===== src/design/ler_pkg.sv =====
// Shared types and constants for the line edit receiver.
// No dependencies; imported by every module of the block.
package ler_pkg;

  // Longest line a request may ask for; longer requests are clamped.
  localparam int MaxLine = 4096;

  // Depth of the command queue between front and back.
  localparam int QueueDepthDef = 4;

  localparam logic [7:0] CharEot   = 8'd4;
  localparam logic [7:0] CharBs    = 8'd8;
  localparam logic [7:0] CharDel   = 8'd127;
  localparam logic [7:0] CharLf    = 8'd10;
  localparam logic [7:0] CharCr    = 8'd13;
  localparam logic [7:0] CharSpace = 8'd32;

  localparam logic ActBegin = 1'b0;
  localparam logic ActChar  = 1'b1;

  // One queued command: the first result beat, plus a flag for the
  // two trailing erase beats (space, backspace).
  typedef struct packed {
    logic        erase;
    logic        echo_valid;
    logic [7:0]  echo_char;
    logic        store_valid;
    logic [11:0] store_index;
    logic [7:0]  store_byte;
    logic        done_res;
    logic [12:0] line_length;
  } cmd_t;

  // One result beat as it leaves the block.
  typedef struct packed {
    logic        echo_valid;
    logic [7:0]  echo_char;
    logic        store_valid;
    logic [11:0] store_index;
    logic [7:0]  store_byte;
    logic        done_res;
    logic [12:0] line_length;
    logic        last;
  } beat_t;

  typedef enum logic [2:0] {
    PhFirst = 3'b001,
    PhSpace = 3'b010,
    PhBs    = 3'b100
  } phase_e;

endpackage


===== src/design/line_edit_receiver.sv =====
// Line edit receiver: cooked-mode line input with echo and erase.
// Top level; instantiates ler_front, ler_queue and ler_back, uses ler_pkg.
//
// Usage:
//   Slave channel (s_axis_*): one beat per input item. tuser is the action
//   (0 opens a read request of request_length bytes, 1 delivers char_in).
//   Master channel (m_axis_*): one beat per result; tlast marks the final
//   result of an input item. A backspace/DEL above index zero gives three
//   beats (store+BS echo, space echo, BS echo); all other items give at
//   most one beat, and a begin with nonzero length or a character with no
//   open request gives none.
// Path: an accepted beat is written into the queue, then loaded from the
//   queue into the output register.
// Throughput: one input beat per cycle while the queue is not full. The line
//   state (open flag, write index, limit) is registered in the front end;
//   the back end emits one result beat per cycle while m_axis_tready is
//   high; an erase holds it for three beats while the queue absorbs more.
// Reset: no request open, index and limit zero, queue empty, no output.
// Stalls: when m_axis_tready is low the output register holds its beat and
//   the queue fills; s_axis_tready drops only once the queue is full.
module line_edit_receiver #(
  parameter int QueueDepth = ler_pkg::QueueDepthDef
) (
  input  logic        clk_i,
  input  logic        rst_ni,
  // Input item beats.
  input  logic        s_axis_tvalid,
  output logic        s_axis_tready,
  // [12:0] request_length, [20:13] char_in, [23:21] zero
  input  logic [23:0] s_axis_tdata,
  // [0] action
  input  logic        s_axis_tuser,
  // Result beats.
  output logic        m_axis_tvalid,
  input  logic        m_axis_tready,
  // [0] echo_valid, [8:1] echo_char, [9] store_valid, [21:10] store_index,
  // [29:22] store_byte, [30] done_res, [43:31] line_length, [47:44] zero
  output logic [47:0] m_axis_tdata,
  // last result of the input item
  output logic        m_axis_tlast
);
  import ler_pkg::*;

  localparam int CntW = $clog2(QueueDepth + 1);

  logic            push, pop, q_full, q_empty;
  cmd_t            push_cmd, pop_cmd;
  beat_t           out_beat;
  logic [CntW-1:0] q_count;

  // Front: classify characters and keep the line state.
  ler_front u_front (
    .clk_i            (clk_i),
    .rst_ni           (rst_ni),
    .in_valid_i       (s_axis_tvalid),
    .in_ready_o       (s_axis_tready),
    .action_i         (s_axis_tuser),
    .request_length_i (s_axis_tdata[12:0]),
    .char_in_i        (s_axis_tdata[20:13]),
    .queue_full_i     (q_full),
    .push_o           (push),
    .push_cmd_o       (push_cmd)
  );

  // Command queue between the two halves.
  ler_queue #(
    .Depth (QueueDepth)
  ) u_queue (
    .clk_i       (clk_i),
    .rst_ni      (rst_ni),
    .push_i      (push),
    .push_data_i (push_cmd),
    .full_o      (q_full),
    .pop_i       (pop),
    .empty_o     (q_empty),
    .pop_data_o  (pop_cmd),
    .count_o     (q_count)
  );

  // Back: expand commands into result beats.
  ler_back u_back (
    .clk_i         (clk_i),
    .rst_ni        (rst_ni),
    .queue_empty_i (q_empty),
    .queue_cmd_i   (pop_cmd),
    .pop_o         (pop),
    .out_valid_o   (m_axis_tvalid),
    .out_ready_i   (m_axis_tready),
    .out_beat_o    (out_beat)
  );

  assign m_axis_tdata = {4'b0, out_beat.line_length, out_beat.done_res,
                         out_beat.store_byte, out_beat.store_index,
                         out_beat.store_valid, out_beat.echo_char,
                         out_beat.echo_valid};
  assign m_axis_tlast = out_beat.last;

  // Queue occupancy never exceeds its depth.
  a_queue_bound: assert property (@(posedge clk_i) disable iff (!rst_ni)
    q_count <= CntW'(QueueDepth))
    else $error("command queue overfilled");

  // Only erase sequences give non-final beats, and each of those echoes.
  a_nonlast_echoes: assert property (@(posedge clk_i) disable iff (!rst_ni)
    (m_axis_tvalid && !m_axis_tlast) |-> out_beat.echo_valid)
    else $error("non-final result beat without echo");

  // A finished line never reports more than the longest line.
  a_length_bound: assert property (@(posedge clk_i) disable iff (!rst_ni)
    (m_axis_tvalid && out_beat.done_res) |->
      ({4'b0, out_beat.line_length} <= 17'(MaxLine)))
    else $error("line length beyond limit");

  // The queue is only pushed when the queue has room for it.
  a_no_push_full: assert property (@(posedge clk_i) disable iff (!rst_ni)
    push |-> !q_full)
    else $error("push into full command queue");

endmodule


===== src/design/ler_front.sv =====
// Front end: accepts input beats, keeps the line state, emits commands.
// Depends on ler_pkg.
module ler_front (
  input  logic          clk_i,
  input  logic          rst_ni,
  input  logic          in_valid_i,
  output logic          in_ready_o,
  input  logic          action_i,
  input  logic [12:0]   request_length_i,
  input  logic [7:0]    char_in_i,
  input  logic          queue_full_i,
  output logic          push_o,
  output ler_pkg::cmd_t push_cmd_o
);
  import ler_pkg::*;

  localparam logic [16:0] MaxLineW = 17'(MaxLine);

  logic        open_q, open_d;
  logic [12:0] index_q, index_d;
  logic [12:0] limit_q, limit_d;
  logic [12:0] req_c;
  logic [12:0] index_inc;
  logic        accept;

  assign in_ready_o = !queue_full_i;
  assign accept     = in_valid_i && in_ready_o;
  assign index_inc  = index_q + 13'd1;

  always_comb begin
    if ({4'b0, request_length_i} > MaxLineW) begin
      req_c = MaxLineW[12:0];
    end else begin
      req_c = request_length_i;
    end
  end

  always_comb begin
    open_d     = open_q;
    index_d    = index_q;
    limit_d    = limit_q;
    push_o     = 1'b0;
    push_cmd_o = '0;
    if (accept) begin
      if (action_i == ActBegin) begin
        index_d = '0;
        if (req_c == '0) begin
          open_d                 = 1'b0;
          limit_d                = '0;
          push_o                 = 1'b1;
          push_cmd_o.done_res    = 1'b1;
        end else begin
          open_d  = 1'b1;
          limit_d = req_c;
        end
      end else if (open_q) begin
        push_o = 1'b1;
        case (char_in_i) inside
          CharEot: begin
            open_d                 = 1'b0;
            push_cmd_o.done_res    = 1'b1;
            push_cmd_o.line_length = index_q;
          end
          CharBs, CharDel: begin
            push_cmd_o.store_valid = 1'b1;
            if (index_q != '0) begin
              index_d                = index_q - 13'd1;
              push_cmd_o.erase       = 1'b1;
              push_cmd_o.echo_valid  = 1'b1;
              push_cmd_o.echo_char   = CharBs;
              push_cmd_o.store_index = index_q[11:0];
            end
          end
          CharLf, CharCr: begin
            open_d                 = 1'b0;
            push_cmd_o.echo_valid  = 1'b1;
            push_cmd_o.echo_char   = CharLf;
            push_cmd_o.store_valid = 1'b1;
            push_cmd_o.store_index = index_q[11:0];
            push_cmd_o.store_byte  = CharLf;
            push_cmd_o.done_res    = 1'b1;
            push_cmd_o.line_length = index_inc;
          end
          default: begin
            index_d                = index_inc;
            push_cmd_o.echo_valid  = 1'b1;
            push_cmd_o.echo_char   = char_in_i;
            push_cmd_o.store_valid = 1'b1;
            push_cmd_o.store_index = index_q[11:0];
            push_cmd_o.store_byte  = char_in_i;
            if (index_inc >= limit_q) begin
              open_d                 = 1'b0;
              push_cmd_o.done_res    = 1'b1;
              push_cmd_o.line_length = index_inc;
            end
          end
        endcase
      end
    end
  end

  always_ff @(posedge clk_i or negedge rst_ni) begin
    if (!rst_ni) begin
      open_q  <= 1'b0;
      index_q <= '0;
      limit_q <= '0;
    end else begin
      open_q  <= open_d;
      index_q <= index_d;
      limit_q <= limit_d;
    end
  end

endmodule


===== src/design/ler_queue.sv =====
// Small command FIFO decoupling front and back.
// Depends on ler_pkg for the command type.
module ler_queue #(
  parameter int Depth = ler_pkg::QueueDepthDef
) (
  input  logic          clk_i,
  input  logic          rst_ni,
  input  logic          push_i,
  input  ler_pkg::cmd_t push_data_i,
  output logic          full_o,
  input  logic          pop_i,
  output logic          empty_o,
  output ler_pkg::cmd_t pop_data_o,
  output logic [$clog2(Depth+1)-1:0] count_o
);
  import ler_pkg::*;

  localparam int PtrW = (Depth > 1) ? $clog2(Depth) : 1;
  localparam int CntW = $clog2(Depth + 1);
  localparam logic [PtrW-1:0] LastPtr = PtrW'(Depth - 1);
  localparam logic [CntW-1:0] FullCnt = CntW'(Depth);

  cmd_t            mem_q [Depth];
  logic [PtrW-1:0] wr_ptr_q, rd_ptr_q;
  logic [CntW-1:0] cnt_q;
  logic            do_push, do_pop;

  assign full_o     = (cnt_q == FullCnt);
  assign empty_o    = (cnt_q == '0);
  assign do_push    = push_i && !full_o;
  assign do_pop     = pop_i && !empty_o;
  assign pop_data_o = mem_q[rd_ptr_q];
  assign count_o    = cnt_q;

  always_ff @(posedge clk_i) begin
    if (do_push) begin
      mem_q[wr_ptr_q] <= push_data_i;
    end
  end

  always_ff @(posedge clk_i or negedge rst_ni) begin
    if (!rst_ni) begin
      wr_ptr_q <= '0;
      rd_ptr_q <= '0;
      cnt_q    <= '0;
    end else begin
      if (do_push) begin
        wr_ptr_q <= (wr_ptr_q == LastPtr) ? '0 : wr_ptr_q + 1'b1;
      end
      if (do_pop) begin
        rd_ptr_q <= (rd_ptr_q == LastPtr) ? '0 : rd_ptr_q + 1'b1;
      end
      case ({do_push, do_pop})
        2'b10:   cnt_q <= cnt_q + 1'b1;
        2'b01:   cnt_q <= cnt_q - 1'b1;
        default: cnt_q <= cnt_q;
      endcase
    end
  end

endmodule


===== src/design/ler_back.sv =====
// Back end: turns queued commands into result beats in an output register.
// Depends on ler_pkg.
module ler_back (
  input  logic           clk_i,
  input  logic           rst_ni,
  input  logic           queue_empty_i,
  input  ler_pkg::cmd_t  queue_cmd_i,
  output logic           pop_o,
  output logic           out_valid_o,
  input  logic           out_ready_i,
  output ler_pkg::beat_t out_beat_o
);
  import ler_pkg::*;

  phase_e phase_q, phase_d;
  logic   valid_q, valid_d;
  beat_t  beat_q, beat_d;
  logic   load;

  assign load        = !valid_q || out_ready_i;
  assign pop_o       = load && (phase_q == PhFirst) && !queue_empty_i;
  assign out_valid_o = valid_q;
  assign out_beat_o  = beat_q;

  always_comb begin
    phase_d = phase_q;
    valid_d = valid_q;
    beat_d  = beat_q;
    if (load) begin
      valid_d = 1'b0;
      case (phase_q)
        PhFirst: begin
          if (!queue_empty_i) begin
            valid_d            = 1'b1;
            beat_d.echo_valid  = queue_cmd_i.echo_valid;
            beat_d.echo_char   = queue_cmd_i.echo_char;
            beat_d.store_valid = queue_cmd_i.store_valid;
            beat_d.store_index = queue_cmd_i.store_index;
            beat_d.store_byte  = queue_cmd_i.store_byte;
            beat_d.done_res    = queue_cmd_i.done_res;
            beat_d.line_length = queue_cmd_i.line_length;
            beat_d.last        = !queue_cmd_i.erase;
            if (queue_cmd_i.erase) begin
              phase_d = PhSpace;
            end
          end
        end
        PhSpace: begin
          valid_d           = 1'b1;
          beat_d            = '0;
          beat_d.echo_valid = 1'b1;
          beat_d.echo_char  = CharSpace;
          phase_d           = PhBs;
        end
        PhBs: begin
          valid_d           = 1'b1;
          beat_d            = '0;
          beat_d.echo_valid = 1'b1;
          beat_d.echo_char  = CharBs;
          beat_d.last       = 1'b1;
          phase_d           = PhFirst;
        end
        default: begin
          phase_d = PhFirst;
        end
      endcase
    end
  end

  always_ff @(posedge clk_i) begin
    beat_q <= beat_d;
  end

  always_ff @(posedge clk_i or negedge rst_ni) begin
    if (!rst_ni) begin
      phase_q <= PhFirst;
      valid_q <= 1'b0;
    end else begin
      phase_q <= phase_d;
      valid_q <= valid_d;
    end
  end

endmodule

===== config.mk =====
export PLATFORM = sky130hd
export DESIGN_NAME = line_edit_receiver
export DESIGN_NICKNAME = d
export VERILOG_FILES = /design/src/design/ler_pkg.sv /design/src/design/line_edit_receiver.sv /design/src/design/ler_front.sv /design/src/design/ler_queue.sv /design/src/design/ler_back.sv
export SDC_FILE = /design/constraint.sdc
export NUM_CORES = 1
export LEC_CHECK = 0
export ABC_AREA = 1
export BUFFER_PORTS_ARGS = -buffer_cell sky130_fd_sc_hd__buf_4
export CAP_MARGIN = 20
export CORE_MARGIN = 4
export CORE_UTILIZATION = 35
export CTS_CLUSTER_DIAMETER = 100
export DETAILED_ROUTE_END_ITERATION = 12
export PLACE_DENSITY = 0.5
export SYNTH_ARGS = -nofsm -noshare
export SYNTH_HDL_FRONTEND = slang
export SYNTH_SLANG_ARGS = --single-unit

===== constraint.sdc =====
create_clock -name clk_i -period 4.56 [get_ports clk_i]
set_clock_uncertainty 0.15 [all_clocks]
set_input_delay 0.912 -clock clk_i [delete_from_list [all_inputs] [get_ports clk_i]]
set_output_delay 0.912 -clock clk_i [all_outputs]
set_load 0.05 [all_outputs]

# After elaboration in Yosys (flattened, before gate mapping)
# Memory sizes are Yosys's and may differ from the RTL's.
# Index checks and enable logic that the tools add are counted.
# W data, S select, Z words.
# totals
ff_bits,83
mem_bits_rw,180
in_bits,29
word_cells,117
memories,1
# mem_list
name,depth,width,read_ports,rd_clocked_by_memory_dff,write_ports,line,text
u_queue.mem_q,4,45,1,0,1,ler_queue.sv:23,cmd_t mem_q [Depth];
# op_classes
add_sub_neg,6
magnitude_cmp,2
n_eq_ne,19
n_mux,50
bitwise_logic,1
reduce_logical,22
# ops
op,count
$mux W45,3
$pmux W45 S3,1
$mux W13,9
$mux W14,4
$mux W22,2
$mux W31,1
$eq A8 B4 Y1 const B,3
$mux W8,3
$mux W21,1
$mux W1,17
$add A13 B1 Y13 const B,1
$ge A13 B13 Y1,1
$gt A13 B13 Y1 const B,1
$logic_not A13 Y1,1
$reduce_bool A13 Y1,1
$sub A13 B1 Y13 const B,1
$mux W12,1
$pmux W3 S2,2
$mux W10,1
$eq A8 B3 Y1 const B,1
$eq A8 B7 Y1 const B,1
$eq A2 B2 Y1 const B,3
$eq A3 B3 Y1 const B,2
$mux W3,2
other kinds (23),37

# Longest topological paths before layout
# depth
ltp_word,9
mapped_depth,18

# Modules after synthesis
# Synthesis repeated with hierarchy kept, for this count alone.
# unflattened
hier_cells,1216
area_unflattened_um2,12768.5
# by_module_without_submodules
mod,instances,cells_each,area_per_inst_um2,seq_area_each_um2
ler_queue,1,585,7713.6,5580.4
ler_front,1,453,2886.5,675.6
ler_back,1,173,2134.5,1452.6
line_edit_receiver,1,5,33.8,0.0

# Worst setup path before layout
# OpenSTA, ideal clock, no wires.
# synth_timing
path_type,input -> register
start,in s_axis_tuser
end,mem u_queue.mem_q[3][0] (netlist name) (enable)
setup_ns,0.433
t_arrival_ns,3.294
setup_slack_ns,0.683
path_stages,7
path_buffers,1
cell_sequence,buf_2 > inv_2 > nor3_2 > inv_2 > nand2_1 > inv_1 > nor2_1
# synth_via
elab_chain_cells,5
# synth_lines
element,line,text
start: declaration,line_edit_receiver.sv:32,"input logic s_axis_tuser,"
$mux W1,ler_front.sv:45,if (action_i == ActBegin) begin
$mux W1,ler_front.sv:44,if (accept) begin
$logic_and A1 B1 Y1,ler_queue.sv:30,assign do_push = push_i && !full_o;
$mux W1,ler_queue.sv:36,if (do_push) begin
$mux W1 (implied by the code),ler_queue.sv:37,mem_q[wr_ptr_q] <= push_data_i;
end: declaration,ler_queue.sv:23,
# Every way passes these cells.

==> run_results.csv <==
group,metric,value,unit
routing,totalWireLength,24.8,mm
global_route,grt_remaining_overflow,0,
floorplanning,io_pins,80,
clock_network,post-cts-setup-buffers,0,
clock_network,insertion_delay,0.51,ns
yosys,netlist_instances,1019,
floorplanning,coreArea,0.0296,mm²
global_route,first_global_vias,7084,
critical_path,cpPeakStageDelay,0.51,ns
clock_network,cts_inserted_buffers,25,
yosys,ys_types,37,
global_route,gr-usage-met3,2.05,%
placed_design,io_buffer_count,72,
clock_network,cts_resized,0,
sta,post-route-min-period,3.36,ns
sta,relSlewSlack,40.2,%
power,ir_drop,262,µV
clock_network,cts_buffer_depth,3,
sta,setup_viol,0,
floorplanning,die-area,0.0327,mm²
critical_path,cpMostUsedCell,"nand2_1",
finish,stdcell_area,0.0122,mm²
critical_path,arrival,3.48,ns
sta,hold_slack,0.231,ns
critical_path,crit_required,4.69,ns
power,p_leak,4.79,nW
critical_path,r2r_start,"u_front.index_q[4]",
critical_path,worstPathMaxFanout,10,
critical_path,crit_path_end,"u_queue.mem_q[1][4]",
finish,nets,1138,
routing,post_drt_wl_per_cell,16.6,µm
finish,multi_input_area,0.00320,mm²
power,fin_total_pwr,8.33,mW
critical_path,rrSetupSlack,1.20,ns
finish,diodes,0,
floorplanning,num_rows,63,
critical_path,ff2ff_path_depth,16,
power,intPower,5.03,mW
critical_path,cp-start-kind,"flip-flop",
power,swShare,39.6,%
yosys,async_flop_share,16.6,%
outcome,outcome,"complete, no violations",
finish,syn2layout_area_growth,17.0,%
global_route,antenna_found_initial,0,
yosys,yosys_warnings,0,
global_route,grt_max_degree,79,
yosys,syn_area_per_cell,10.3,µm²
clock_network,holdBufCountCts,0,
routing,firstDrtPassIters,5,
placed_design,place_area,0.0114,mm²
routing,avgViaCountPerCell,4.85,
critical_path,crit_chain,"inv_1, nor3_2, nand2_1, o21ai_1, nand2_1, ha_1, nand2_1, nor2_1, inv_1, nor2_1, nand2_1, nand4_1, nand2_2, nand2_1, nand2_1, nor2_1",
sta,setup_tns,0,ns
critical_path,critPathBufInv,2,
critical_path,worstReg2RegEnd,"u_queue.mem_q[1][4]",
critical_path,worst_setup_path_end_kind,"flip-flop",
global_route,grt_pass1_wl,39.5,mm
power,seq_power_share,35.9,%
floorplanning,die_x,181,µm
clock_network,cts_tree,"built",
power,combPwrFrac,39.2,%
global_route,top_usage_layer,"met2",
sta,drv_slew,0,
sta,hold_violations,0,
clock_network,cts.clk_slew.worst_paths,0.06,ns
worst_hold_path,hp-class,"input port to asynchronous set/reset pin",
global_route,met2_usage,24.5,%
placed_design,gp_congestion,0.874,
critical_path,crit_family,"simple AND/OR/NAND/NOR gates",
finish,fill_cells,2842,
clock_network,htreeDepth,1,
global_route,use_met1,21.3,%
yosys,synth-edff-count,191,
routing,drt_iter0_drc,575,
sta,period_share,73.6,%
routing,detail-route-antenna-nets,0,
sta,max_freq,0.298,GHz
finish,layout-drive-gt1-share,15.6,%
global_route,grtUsageTotal,15.0,%
clock_network,clock_sinks,229,
yosys,syn_area,0.0105,mm²
clock_network,clock-root-buffer,"clkbuf_16",
critical_path,crit_path_top_delay_cell,"dfrtp_1",
power,pwr-share-clk,25.0,%
power,switchingPower,3.30,mW
yosys,yosysSeqAreaShare,64.0,%
critical_path,crit_start,"u_front.index_q[4]",
placed_design,dpl.hpwl,15.8,mm
floorplanning,start_util,35.4,%
run,maxCapViolations,0,
critical_path,crit_type,"flip-flop to flip-flop",
sta,worstMarginPinSlew,0.896,ns
yosys,synth-seq-cells,229,
power,power.density,681,mW/mm²
critical_path,cp_num_cells,16,
routing,num_vias,7244,
finish,regArea,0.00669,mm²
sta,rsz0062_at_grt,"false",
yosys,synthFlopType,"edfxtp_1",
floorplanning,fp.dieH,181,µm
routing,drc,0,
logic make-up (layout without fill, tap and decap cells):
kind of cell               count (synthesis)  in the layout  share of synthesized area, %
and+or+nand+nor                          431            431                          17.2
other                                      1              4                        0.0359
adders and majority gates                 22             22                          2.71
xor gates and xnor gates                  14             14                          1.17
DFF                                      229            229                          64.0
AOI/OAI and AO/OA                        179            179                          8.97
buffers and inverters                    143            226                          5.93
worst reg2reg max path, cell delays in order (launching register included):
cell and delay [ns]:
dfrtp_1 0.51, inv_1 0.18, nor3_2 0.24, nand2_1 0.13, o21ai_1 0.13, nand2_1 0.17
ha_1 0.35, nand2_1 0.05, nor2_1 0.12, inv_1 0.06, nor2_1 0.09, nand2_1 0.05
nand4_1 0.13, nand2_2 0.16, nand2_1 0.10, nand2_1 0.16, nor2_1 0.34
synth_stat cells (4+ instances only):
master / instances / area, µm²
buf_6: 4 / 45.0
ha_1: 21 / 263
nor3_1: 7 / 35.0
inv_2: 21 / 78.8
edfxtp_1: 191 / 5740
dfrtp_1: 37 / 926
buf_4: 11 / 82.6
o21ai_0: 102 / 510
o21ai_1: 10 / 50.1
nand3_1: 37 / 185
o22ai_1: 16 / 100
xor2_1: 12 / 105
nand4_1: 13 / 81.3
nand2_2: 5 / 31.3
a21oi_1: 47 / 235
inv_1: 72 / 270
buf_2: 9 / 45.0
nor3_2: 4 / 40.0
nand2_1: 146 / 548
nor2_2: 6 / 37.5
buf_1: 5 / 18.8
clkbuf_1: 20 / 75.1
nor2_1: 206 / 773
power groups by stage:
stage	Clock (mW)	Sequential [mW]	Combinational, mW
after floorplan	0	3.67	1.72
after global placement	0	3.02	3.29
after detailed placement	0	3.04	3.31
after CTS	2.13	3.00	3.32
after global routing	2.23	3.04	3.60
final	2.08	2.99	3.26
per-stage QoR:
stage	utilization, %	std cells	worst slack [ns]
final	41.4	1495	1.20
after global routing	41.4	1495	0.941
after CTS	41.4	1495	1.20
after detailed placement	38.5	1450	1.06
after global placement	38.5	1450	1.05
after floorplan	-	1022	0.683
worst min path at each step:
stage / to / cells past startpoint / startpoint / slack, ns
finish: u_queue.count_o[2] / 1 / rst_ni / 0.23
CTS: u_queue.count_o[2] / 1 / rst_ni / 0.24
global placement: u_queue.count_o[0] / 1 / u_queue.count_o[0] / 0.33
global route: u_queue.count_o[2] / 1 / rst_ni / 0.26
detailed placement: u_queue.count_o[0] / 1 / u_queue.count_o[0] / 0.34
floorplan: u_back.phase_q[0] / 2 / u_back.phase_q[0] / 0.32
cell type report:
| type | count | area share (%) |
|---|---|---|
| Clock buffer | 31 | 5.30 |
| Inverter | 94 | 2.89 |
| Sequential cell | 229 | 54.7 |
| Tap cell | 390 | 3.99 |
| Timing Repair Buffer | 87 | 5.34 |
| Multi-Input combinational cell | 650 | 26.1 |
| Clock inverter | 14 | 1.64 |
cells in the final DEF, fill, tap and decap left out:
master | Yosys | routed
dfstp_2 | 1 | 1
clkinvlp_4 | 0 | 4
clkinv_1 | 1 | 6
nand4_1 | 13 | 13
o22ai_1 | 16 | 16
nor2_2 | 6 | 6
fa_1 | 1 | 1
inv_1 | 72 | 71
nor2_4 | 1 | 5
clkbuf_16 | 0 | 25
xnor2_1 | 2 | 2
nand3_1 | 37 | 37
edfxtp_1 | 191 | 191
o22a_1 | 1 | 1
nor3_1 | 7 | 7
conb_1 | 1 | 4
inv_2 | 21 | 21
clkbuf_1 | 20 | 6
nor2_1 | 206 | 202
xor2_1 | 12 | 12
o221ai_1 | 1 | 1
o21a_1 | 1 | 1
o21ai_0 | 102 | 102
clkinv_2 | 0 | 1
nor3_2 | 4 | 4
nor4_1 | 1 | 1
ha_1 | 21 | 21
dfrtp_2 | 0 | 1
o21ai_1 | 10 | 10
nand2_2 | 5 | 5
buf_4 | 11 | 87
nand2_1 | 146 | 146
or2_2 | 1 | 1
nand3_2 | 2 | 2
dfrtp_1 | 37 | 36
bufinv_16 | 0 | 5
a21oi_1 | 47 | 46
a21oi_4 | 1 | 2
nand2_4 | 2 | 2
metal layers:
layer	routed length, µm	vias up
met4	429	0
li1	-	3572
met5	0	-
met1	11700	3466
met2	11500	170
met3	1180	36
state kept, by name, indices dropped and copies added (netlist names), 2 cells and up:
name / flops
u_back.out_beat_o: 39
u_queue.count_o: 3
u_queue.rd_ptr_q: 2
u_back.phase_q: 3
u_queue.wr_ptr_q: 2
u_front.index_q: 13
u_front.limit_q: 13
u_queue.mem_q: 152
Power figures use the tool's default switching activity.
